[src/rtl/core/spq_pkg.sv]
// ----------------------------------------------------------------------------
// spq_pkg
// Shared types and codes for the stable priority queue core.
// ----------------------------------------------------------------------------
package spq_pkg;

    // command field codes
    localparam logic CMD_ENQUEUE = 1'b0;
    localparam logic CMD_DEQUEUE = 1'b1;

    // status field codes
    localparam logic [1:0] ST_ACCEPTED  = 2'd0;
    localparam logic [1:0] ST_DELIVERED = 2'd1;
    localparam logic [1:0] ST_EMPTY     = 2'd2;
    localparam logic [1:0] ST_FULL      = 2'd3;

    localparam int ID_W   = 16;
    localparam int PAGE_W = 16;
    localparam int PRIO_W = 8;
    localparam int STAT_W = 2;
    localparam int OCC_W  = 5;

    typedef enum logic [1:0] {
        S_IDLE,
        S_EXEC,
        S_OUT
    } t_state;

    // controller to datapath commands
    typedef struct packed {
        logic load;   // capture the accepted input item
        logic exec;   // update the cells and load the result register
    } t_dp_cmd;

endpackage

[src/rtl/core/spq_if.sv]
// ----------------------------------------------------------------------------
// spq_in_if / spq_out_if
// Valid/ready channels for queue commands and queue results.
// ----------------------------------------------------------------------------
interface spq_in_if
    import spq_pkg::*;
();
    logic              valid;
    logic              ready;
    logic              command;
    logic [ID_W-1:0]   job_id;
    logic [PAGE_W-1:0] page_count;
    logic [PRIO_W-1:0] job_priority;

    modport source (output valid, command, job_id, page_count, job_priority,
                    input ready);
    modport sink   (input valid, command, job_id, page_count, job_priority,
                    output ready);
endinterface

interface spq_out_if
    import spq_pkg::*;
();
    logic              valid;
    logic              ready;
    logic [STAT_W-1:0] status;
    logic [ID_W-1:0]   out_id;
    logic [PAGE_W-1:0] out_pages;
    logic [PRIO_W-1:0] out_priority;
    logic [OCC_W-1:0]  occupancy;

    modport source (output valid, status, out_id, out_pages, out_priority,
                    occupancy, input ready);
    modport sink   (input valid, status, out_id, out_pages, out_priority,
                    occupancy, output ready);
endinterface

[src/rtl/core/spq_ctrl.sv]
// ----------------------------------------------------------------------------
// spq_ctrl
// Handshake sequencer: accept, execute, present result.
// ----------------------------------------------------------------------------
module spq_ctrl
    import spq_pkg::*;
(
    input  logic    i_clk,
    input  logic    i_rst_n,
    input  logic    i_in_valid,
    input  logic    i_out_ready,
    output logic    o_in_ready,
    output logic    o_out_valid,
    output t_dp_cmd o_cmd
);

    t_state r_state;
    t_state n_state;
    logic   in_xfer;

    assign in_xfer = i_in_valid && o_in_ready;

    always_ff @(posedge i_clk) begin
        if (!i_rst_n) begin
            r_state <= S_IDLE;
        end else begin
            r_state <= n_state;
        end
    end

    always_comb begin
        n_state = r_state;
        case (r_state)
            S_IDLE: begin
                if (i_in_valid) begin
                    n_state = S_EXEC;
                end
            end
            S_EXEC: begin
                n_state = S_OUT;
            end
            S_OUT: begin
                if (i_out_ready) begin
                    n_state = i_in_valid ? S_EXEC : S_IDLE;
                end
            end
            default: begin
                n_state = S_IDLE;
            end
        endcase
    end

    always_comb begin
        o_in_ready  = 1'b0;
        o_out_valid = 1'b0;
        o_cmd.exec  = 1'b0;
        case (r_state)
            S_IDLE: begin
                o_in_ready = 1'b1;
            end
            S_EXEC: begin
                o_cmd.exec = 1'b1;
            end
            S_OUT: begin
                o_out_valid = 1'b1;
                // next item may enter as the result leaves
                o_in_ready  = i_out_ready;
            end
            default: begin
                o_in_ready = 1'b0;
            end
        endcase
        o_cmd.load = in_xfer;
    end

endmodule

[src/rtl/core/spq_dp.sv]
// ----------------------------------------------------------------------------
// spq_dp
// Sorted cell chain with input capture and result register.
// ----------------------------------------------------------------------------
module spq_dp
    import spq_pkg::*;
#(
    parameter int CAPACITY = 16
) (
    input  logic              i_clk,
    input  logic              i_rst_n,
    input  t_dp_cmd           i_cmd,
    input  logic              i_command,
    input  logic [ID_W-1:0]   i_job_id,
    input  logic [PAGE_W-1:0] i_page_count,
    input  logic [PRIO_W-1:0] i_job_priority,
    output logic [STAT_W-1:0] o_status,
    output logic [ID_W-1:0]   o_out_id,
    output logic [PAGE_W-1:0] o_out_pages,
    output logic [PRIO_W-1:0] o_out_priority,
    output logic [OCC_W-1:0]  o_occupancy
);

    localparam int CW = $clog2(CAPACITY + 1);

    // captured item
    logic              r_cmd;
    logic [ID_W-1:0]   r_id;
    logic [PAGE_W-1:0] r_pages;
    logic [PRIO_W-1:0] r_prio;

    // cells, index 0 is the head
    logic [ID_W-1:0]   r_cell_id   [CAPACITY];
    logic [PAGE_W-1:0] r_cell_pages[CAPACITY];
    logic [PRIO_W-1:0] r_cell_prio [CAPACITY];
    logic [CW-1:0]     r_count;
    logic [CW-1:0]     n_count;

    logic [CAPACITY-1:0] greater;   // occupied and strictly lower rank
    logic [CAPACITY-1:0] ins;       // cell takes part in the insert shift

    logic is_full;
    logic is_empty;
    logic do_enq;
    logic do_deq;

    assign is_full  = (r_count == CW'(CAPACITY));
    assign is_empty = (r_count == '0);
    assign do_enq   = i_cmd.exec && (r_cmd == CMD_ENQUEUE) && !is_full;
    assign do_deq   = i_cmd.exec && (r_cmd == CMD_DEQUEUE) && !is_empty;

    always_ff @(posedge i_clk) begin
        if (i_cmd.load) begin
            r_cmd   <= i_command;
            r_id    <= i_job_id;
            r_pages <= i_page_count;
            r_prio  <= i_job_priority;
        end
    end

    genvar k;
    generate
        for (k = 0; k < CAPACITY; k++) begin : g_cell
            assign greater[k] = (CW'(k) < r_count) && (r_cell_prio[k] > r_prio);
            assign ins[k]     = greater[k] || (CW'(k) == r_count);

            always_ff @(posedge i_clk) begin
                if (do_enq && ins[k]) begin
                    if ((k > 0) && greater[(k > 0) ? k - 1 : 0]) begin
                        r_cell_id[k]    <= r_cell_id[(k > 0) ? k - 1 : 0];
                        r_cell_pages[k] <= r_cell_pages[(k > 0) ? k - 1 : 0];
                        r_cell_prio[k]  <= r_cell_prio[(k > 0) ? k - 1 : 0];
                    end else begin
                        r_cell_id[k]    <= r_id;
                        r_cell_pages[k] <= r_pages;
                        r_cell_prio[k]  <= r_prio;
                    end
                end else if (do_deq && (k < CAPACITY - 1)) begin
                    // cells past the count pick up don't-care data
                    r_cell_id[k]    <= r_cell_id[(k < CAPACITY - 1) ? k + 1 : k];
                    r_cell_pages[k] <= r_cell_pages[(k < CAPACITY - 1) ? k + 1 : k];
                    r_cell_prio[k]  <= r_cell_prio[(k < CAPACITY - 1) ? k + 1 : k];
                end
            end
        end
    endgenerate

    always_comb begin
        n_count = r_count;
        if (do_enq) begin
            n_count = r_count + CW'(1);
        end else if (do_deq) begin
            n_count = r_count - CW'(1);
        end
    end

    always_ff @(posedge i_clk) begin
        if (!i_rst_n) begin
            r_count <= '0;
        end else begin
            r_count <= n_count;
        end
    end

    // result register, loaded while the cells update
    always_ff @(posedge i_clk) begin
        if (i_cmd.exec) begin
            o_out_id       <= '0;
            o_out_pages    <= '0;
            o_out_priority <= '0;
            o_occupancy    <= OCC_W'(n_count);
            if (r_cmd == CMD_ENQUEUE) begin
                o_status <= is_full ? ST_FULL : ST_ACCEPTED;
            end else if (is_empty) begin
                o_status <= ST_EMPTY;
            end else begin
                o_status       <= ST_DELIVERED;
                o_out_id       <= r_cell_id[0];
                o_out_pages    <= r_cell_pages[0];
                o_out_priority <= r_cell_prio[0];
            end
        end
    end

endmodule

[src/rtl/core/stable_priority_queue_core.sv]
// A bounded, stable priority queue of jobs. Each command transfer on i_in
// yields exactly one result transfer on o_out. An enqueue places the job
// behind every queued job whose priority value is lower or equal, so jobs
// of equal priority leave in arrival order; a full queue drops the job and
// reports full. A dequeue returns the head job and removes it; an empty
// queue reports empty. Occupancy is the count after the command, modulo 32.
// Each command is captured into the input register on its transfer; in the
// EXEC state the cell chain compares every entry against the new priority in
// parallel and shifts. A result waiting on o_out holds off the input, and the
// next command is taken in the cycle the result leaves, so a new command is
// not taken before the previous result is gone. No clearing pass follows reset;
// the queue is empty at once.
// ----------------------------------------------------------------------------
// stable_priority_queue_core
// Top level: controller, cell-chain datapath and channel hookup.
// ----------------------------------------------------------------------------
module stable_priority_queue_core
    import spq_pkg::*;
#(
    parameter int CAPACITY = 16
) (
    input  logic    i_clk,
    input  logic    i_rst_n,
    spq_in_if.sink  i_in,
    spq_out_if.source o_out
);

    t_dp_cmd cmd;

    // sequencer: IDLE -> EXEC -> OUT, OUT may go straight to EXEC
    spq_ctrl u_ctrl (
        .i_clk       (i_clk),
        .i_rst_n     (i_rst_n),
        .i_in_valid  (i_in.valid),
        .i_out_ready (o_out.ready),
        .o_in_ready  (i_in.ready),
        .o_out_valid (o_out.valid),
        .o_cmd       (cmd)
    );

    // sorted cells plus input capture and result register
    spq_dp #(
        .CAPACITY (CAPACITY)
    ) u_dp (
        .i_clk          (i_clk),
        .i_rst_n        (i_rst_n),
        .i_cmd          (cmd),
        .i_command      (i_in.command),
        .i_job_id       (i_in.job_id),
        .i_page_count   (i_in.page_count),
        .i_job_priority (i_in.job_priority),
        .o_status       (o_out.status),
        .o_out_id       (o_out.out_id),
        .o_out_pages    (o_out.out_pages),
        .o_out_priority (o_out.out_priority),
        .o_occupancy    (o_out.occupancy)
    );

endmodule

[src/flat_wrapper.sv]
// flat-port wrapper written by rule: the top's interface ports become plain ports
module stable_priority_queue_core_flat import spq_pkg::*;
#(
    parameter int CAPACITY = 16
)
  (i_clk, i_rst_n, i_in_valid, i_in_command, i_in_job_id, i_in_page_count, i_in_job_priority, i_in_ready, o_out_valid, o_out_status, o_out_out_id, o_out_out_pages, o_out_out_priority, o_out_occupancy, o_out_ready);
  spq_in_if i_in_i ();
  spq_out_if o_out_i ();
  input  logic i_clk;
  input  logic i_rst_n;
  input wire logic [$bits(i_in_i.valid)-1:0] i_in_valid;
  input wire logic [$bits(i_in_i.command)-1:0] i_in_command;
  input wire logic [$bits(i_in_i.job_id)-1:0] i_in_job_id;
  input wire logic [$bits(i_in_i.page_count)-1:0] i_in_page_count;
  input wire logic [$bits(i_in_i.job_priority)-1:0] i_in_job_priority;
  output wire logic [$bits(i_in_i.ready)-1:0] i_in_ready;
  output wire logic [$bits(o_out_i.valid)-1:0] o_out_valid;
  output wire logic [$bits(o_out_i.status)-1:0] o_out_status;
  output wire logic [$bits(o_out_i.out_id)-1:0] o_out_out_id;
  output wire logic [$bits(o_out_i.out_pages)-1:0] o_out_out_pages;
  output wire logic [$bits(o_out_i.out_priority)-1:0] o_out_out_priority;
  output wire logic [$bits(o_out_i.occupancy)-1:0] o_out_occupancy;
  input wire logic [$bits(o_out_i.ready)-1:0] o_out_ready;
  assign i_in_i.valid = i_in_valid;
  assign i_in_i.command = i_in_command;
  assign i_in_i.job_id = i_in_job_id;
  assign i_in_i.page_count = i_in_page_count;
  assign i_in_i.job_priority = i_in_job_priority;
  assign i_in_ready = i_in_i.ready;
  assign o_out_valid = o_out_i.valid;
  assign o_out_status = o_out_i.status;
  assign o_out_out_id = o_out_i.out_id;
  assign o_out_out_pages = o_out_i.out_pages;
  assign o_out_out_priority = o_out_i.out_priority;
  assign o_out_occupancy = o_out_i.occupancy;
  assign o_out_i.ready = o_out_ready;
  stable_priority_queue_core #(.CAPACITY(CAPACITY)) u_core (.i_clk(i_clk), .i_rst_n(i_rst_n), .i_in(i_in_i), .o_out(o_out_i));
endmodule
[config.mk]
export PLATFORM = sky130hd
export DESIGN_NAME = stable_priority_queue_core_flat
export DESIGN_NICKNAME = d
export VERILOG_FILES = /design/src/rtl/core/spq_pkg.sv /design/src/rtl/core/spq_if.sv /design/src/rtl/core/spq_ctrl.sv /design/src/rtl/core/spq_dp.sv /design/src/rtl/core/stable_priority_queue_core.sv /design/src/flat_wrapper.sv
export SDC_FILE = /design/constraint.sdc
export NUM_CORES = 2
export LEC_CHECK = 0
export ABC_AREA = 0
export CAP_MARGIN = 20
export CELL_PAD_IN_SITES_DETAIL_PLACEMENT = 0
export CELL_PAD_IN_SITES_GLOBAL_PLACEMENT = 2
export CORE_MARGIN = 2
export CORE_UTILIZATION = 41
export CTS_BUF_LIST = sky130_fd_sc_hd__clkbuf_2 sky130_fd_sc_hd__clkbuf_4 sky130_fd_sc_hd__clkbuf_8
export DETAILED_ROUTE_END_ITERATION = 8
export DONT_BUFFER_PORTS = 1
export PLACE_DENSITY = 0.85
export SYNTH_ARGS = -nofsm -noshare
export SYNTH_HDL_FRONTEND = slang
export SYNTH_SLANG_ARGS = --single-unit
[constraint.sdc]
create_clock -name i_clk -period 5.9 [get_ports i_clk]
set_input_delay 1.18 -clock i_clk [delete_from_list [all_inputs] [get_ports i_clk]]
set_output_delay 1.18 -clock i_clk [all_outputs]
set_load 0.02 [all_outputs]
==> impl_metrics.py <==
metrics = {
    "status": {
        "outcome": "complete, no violations",
    },
    "final_layout": {
        "area_growth_pct": 9.571,
        "final_cell_mix": "edfxtp_1, nor2_1, o21ai_0",
        "nNetsFinal": 3563,
        "drive_above_1_share_pct": 11.60,
        "final_common_cell": "edfxtp_1",
        "stdcell_area_um2": 42730,
    },
    "clock_tree": {
        "numCtsBuffers": 136,
        "clock_latency_ps": 810,
        "cts_resized": 0,
        "post_cts_buffers": 0,
        "root_buffer": "clkbuf_8",
        "cts_hold_buf": 0,
        "clk_pin_slew_ps": 60,
        "cts.sinks": 735,
        "htree_levels": 4,
        "cts_buffer_depth": 3,
        "cts_tree": "built",
    },
    "timing": {
        "fin_skew_ps": 54.03,
        "relSlewSlack_pct": 25.20,
        "worst_pin_slew_ps": 1122,
        "tns_ps": 0,
        "fmax_ghz": 0.2248,
        "drv_slew": 0,
        "fin_crit_sh_pct": 75.39,
        "hold_viol_final": 0,
        "grt_setup_unrepaired": "false",
        "min_period_ps": 4448,
        "setup_viol": 0,
    },
    "power_and_ir_drop": {
        "power_frac_comb_pct": 4.6,
        "p_switching_mw": 2.742,
        "pwr-share-clk_pct": 42.5,
        "p_seq_share_pct": 52.9,
        "power.total_mw": 11.32,
        "p_sw_share_pct": 24.22,
        "power_density_nw_per_um2": 265.0,
        "vdd_ir_drop_max_mv": 0.1555,
        "p_leak_nw": 14.71,
        "p_int_mw": 8.580,
    },
    "run": {
        "cap_violations": 0,
    },
    "detailed_routing": {
        "vias_per_cell": 6.118,
        "wl_per_cell_um": 24.13,
        "drt_wl_total_um": 114600,
        "via_count": 29050,
        "antenna_left": 0,
        "dr.pass1.iters": 5,
        "drcViolationCount": 0,
        "first_iter_violations": 3254,
    },
    "logic_synthesis": {
        "synth_top_flop_cell": "edfxtp_1",
        "yosysTopAreaCell": "edfxtp_1",
        "synth.yosys.seq_area_share_pct": 56.42,
        "synth-edff-count": 728,
        "synth.top_cell.area_share_pct": 56.06,
        "ys_seq_elements": 735,
        "syn_area_per_cell_um2": 11.18,
        "syn_nets": 3666,
        "ys_types": 74,
        "synthArstFlopShare_pct": 0,
        "synth_warnings": 0,
        "postSynthCellCount": 3488,
        "synth_area_leaders": "edfxtp_1, a221o_1, a31oi_1",
        "netlist_area_um2": 38990,
    },
    "worst_hold_path": {
        "worstHoldStart": "i_in_job_priority[3]",
        "hold_depth": 0,
        "min_path_type": "in -> reg",
        "min_to": "u_core.u_dp.r_prio[3]",
    },
    "global_route": {
        "grt_overflow": 0,
        "grt_max_degree": 122,
        "track_usage_pct": 22.87,
        "grt_pass1_vias": 27630,
        "grt_pass1_wl_um": 174600,
        "antenna_found_initial": 4,
    },
    "worst_setup_path": {
        "rr_endpoint": "u_core.u_dp.r_cell_prio[0][59]",
        "crit_path_end_kind": "flip-flop",
        "cp_max_fo": 41,
        "worstSetupPathType": "reg -> reg",
        "ff2ff_setup_slack_ps": 1450,
        "crit_family": "buffers and inverters",
        "cp_num_buf_inv": 4,
        "cp_slowest_cell": "edfxtp_1",
        "cp.arrival_ps": 4900,
        "max_stage_delay_ps": 690,
        "reg2regPathDepth": 10,
        "r2r_start": "u_core.u_dp.r_prio[2]",
        "crit_required_ps": 6350,
        "crit_top_cell": "buf_4",
        "path_cells": "clkinv_1, buf_4, ha_1, and4_1, a21oi_1, o21a_1, o31ai_4, buf_4, nand2_1, buf_4",
        "start_kind": "flip-flop",
    },
    "floorplan": {
        "io_pins": 94,
        "die_w_um": 312.4,
        "core_um2": 94590,
        "fp.dieH_um": 312.4,
        "die-area_um2": 97590,
        "fp-row-count": 113,
        "start_util_pct": 41.23,
    },
    "placement": {
        "place_area_um2": 39960,
        "dp_hpwl_um": 78470,
        "io_buffers": 0,
        "gp_congestion": 0.8768,
    },
}
-- cell usage after synthesis, types with 11 or more instances --
cell type / n
and2_1: 217
nand4_1: 23
a21oi_1: 277
o21ai_0: 302
o21a_1: 21
nor2b_1: 21
clkbuf_1: 199
nand2_1: 143
a31oi_1: 287
a221o_1: 272
nor3_1: 38
nand2b_1: 11
mux2_2: 39
inv_1: 24
nor2_1: 313
ha_1: 133
and3_1: 79
buf_6: 15
nand3_1: 68
o211ai_1: 15
o21ai_1: 20
buf_2: 103
edfxtp_1: 728
-- cells by family after synthesis --
logic type | after synthesis | synth area share [%]
AOI/OAI and AO/OA | 1277 | 21.95
and+or+nand+nor | 938 | 11.94
DFF | 735 | 56.42
muxes | 40 | 1.155
buffers and inverters | 361 | 4.171
xor gates and xnor gates | 4 | 0.08986
adders and majority gates | 133 | 4.267
-- power by group through the flow --
stage          Combinational, mW  Sequential [mW]  Clock [mW]
6_report                   0.518             5.99        4.82
5_1_grt                    0.578             5.99        5.12
4_1_cts                    0.515             5.98        4.91
3_5_place_dp               0.514             6.09           0
3_3_place_gp               0.503             6.09           0
2_1_floorplan              0.400             5.99           0
-- sequential cells by signal (all words and copies together) (netlist names) --
signal                      flops
u_core.u_dp.o_out_priority      8
u_core.u_dp.o_occupancy         5
u_core.u_dp.o_out_pages        16
u_core.u_dp.o_out_id           16
u_core.u_ctrl.r_state           2
u_core.u_dp.r_cell_pages      256
u_core.u_dp.r_cell_id         256
u_core.u_dp.r_cmd               1
u_core.u_dp.r_pages            16
u_core.u_dp.o_status            2
u_core.u_dp.r_count             5
u_core.u_dp.r_prio              8
u_core.u_dp.r_id               16
u_core.u_dp.r_cell_prio       128
-- through the flow --
stage	instances	hold slack (ps)	setup WS, ps	util [%]
after floorplan	3488	502.7	360.6	-
after global placement	4503	525.3	1656	42.23
after detailed placement	4504	534.5	1564	42.25
after CTS	4739	399.5	1529	44.98
after global routing	4748	423.0	1269	45.17
final	4749	465.6	1452	45.17
-- how the worst max path moves through the flow --
stage | startpoint | to | slack (ps) | cells after the start
finish | u_core.u_dp.r_prio[2] | u_core.u_dp.r_cell_prio[0][59] | 1450 | 10
detailed placement | u_core.u_dp.r_prio[2] | u_core.u_dp.r_cell_prio[0][60] | 1560 | 10
global placement | u_core.u_dp.r_prio[2] | u_core.u_dp.r_cell_prio[0][61] | 1660 | 10
global route | u_core.u_dp.r_prio[2] | u_core.u_dp.r_cell_prio[0][61] | 1270 | 10
CTS | u_core.u_dp.r_prio[2] | u_core.u_dp.r_cell_prio[0][59] | 1530 | 10
floorplan | u_core.u_dp.r_prio[1] | u_core.u_dp.r_cell_id[0][0] | 360 | 10
-- layer usage --
layer	track usage (%)	vias to the layer above	part of all wire (%)
met2	34.55	1129	44
li1	-	13420	-
met1	33.79	14330	47
met3	3.875	176	7.2
met4	6.425	0	2.1
met5	0	-	0
-- final cells by class --
| cell class | count | area (µm²) |
|---|---|---|
| multi-input combinational | 2392 | 15570 |
| fill | 8629 | 51860 |
| antenna | 2 | 5.005 |
| tap | 1265 | 1583 |
| clock inverter | 43 | 274.0 |
| clock buffer | 192 | 2317 |
| sequential | 735 | 22000 |
| timing repair buffer | 92 | 873.3 |
| inverter | 28 | 105.1 |
(Power assumes the default switching activity.)
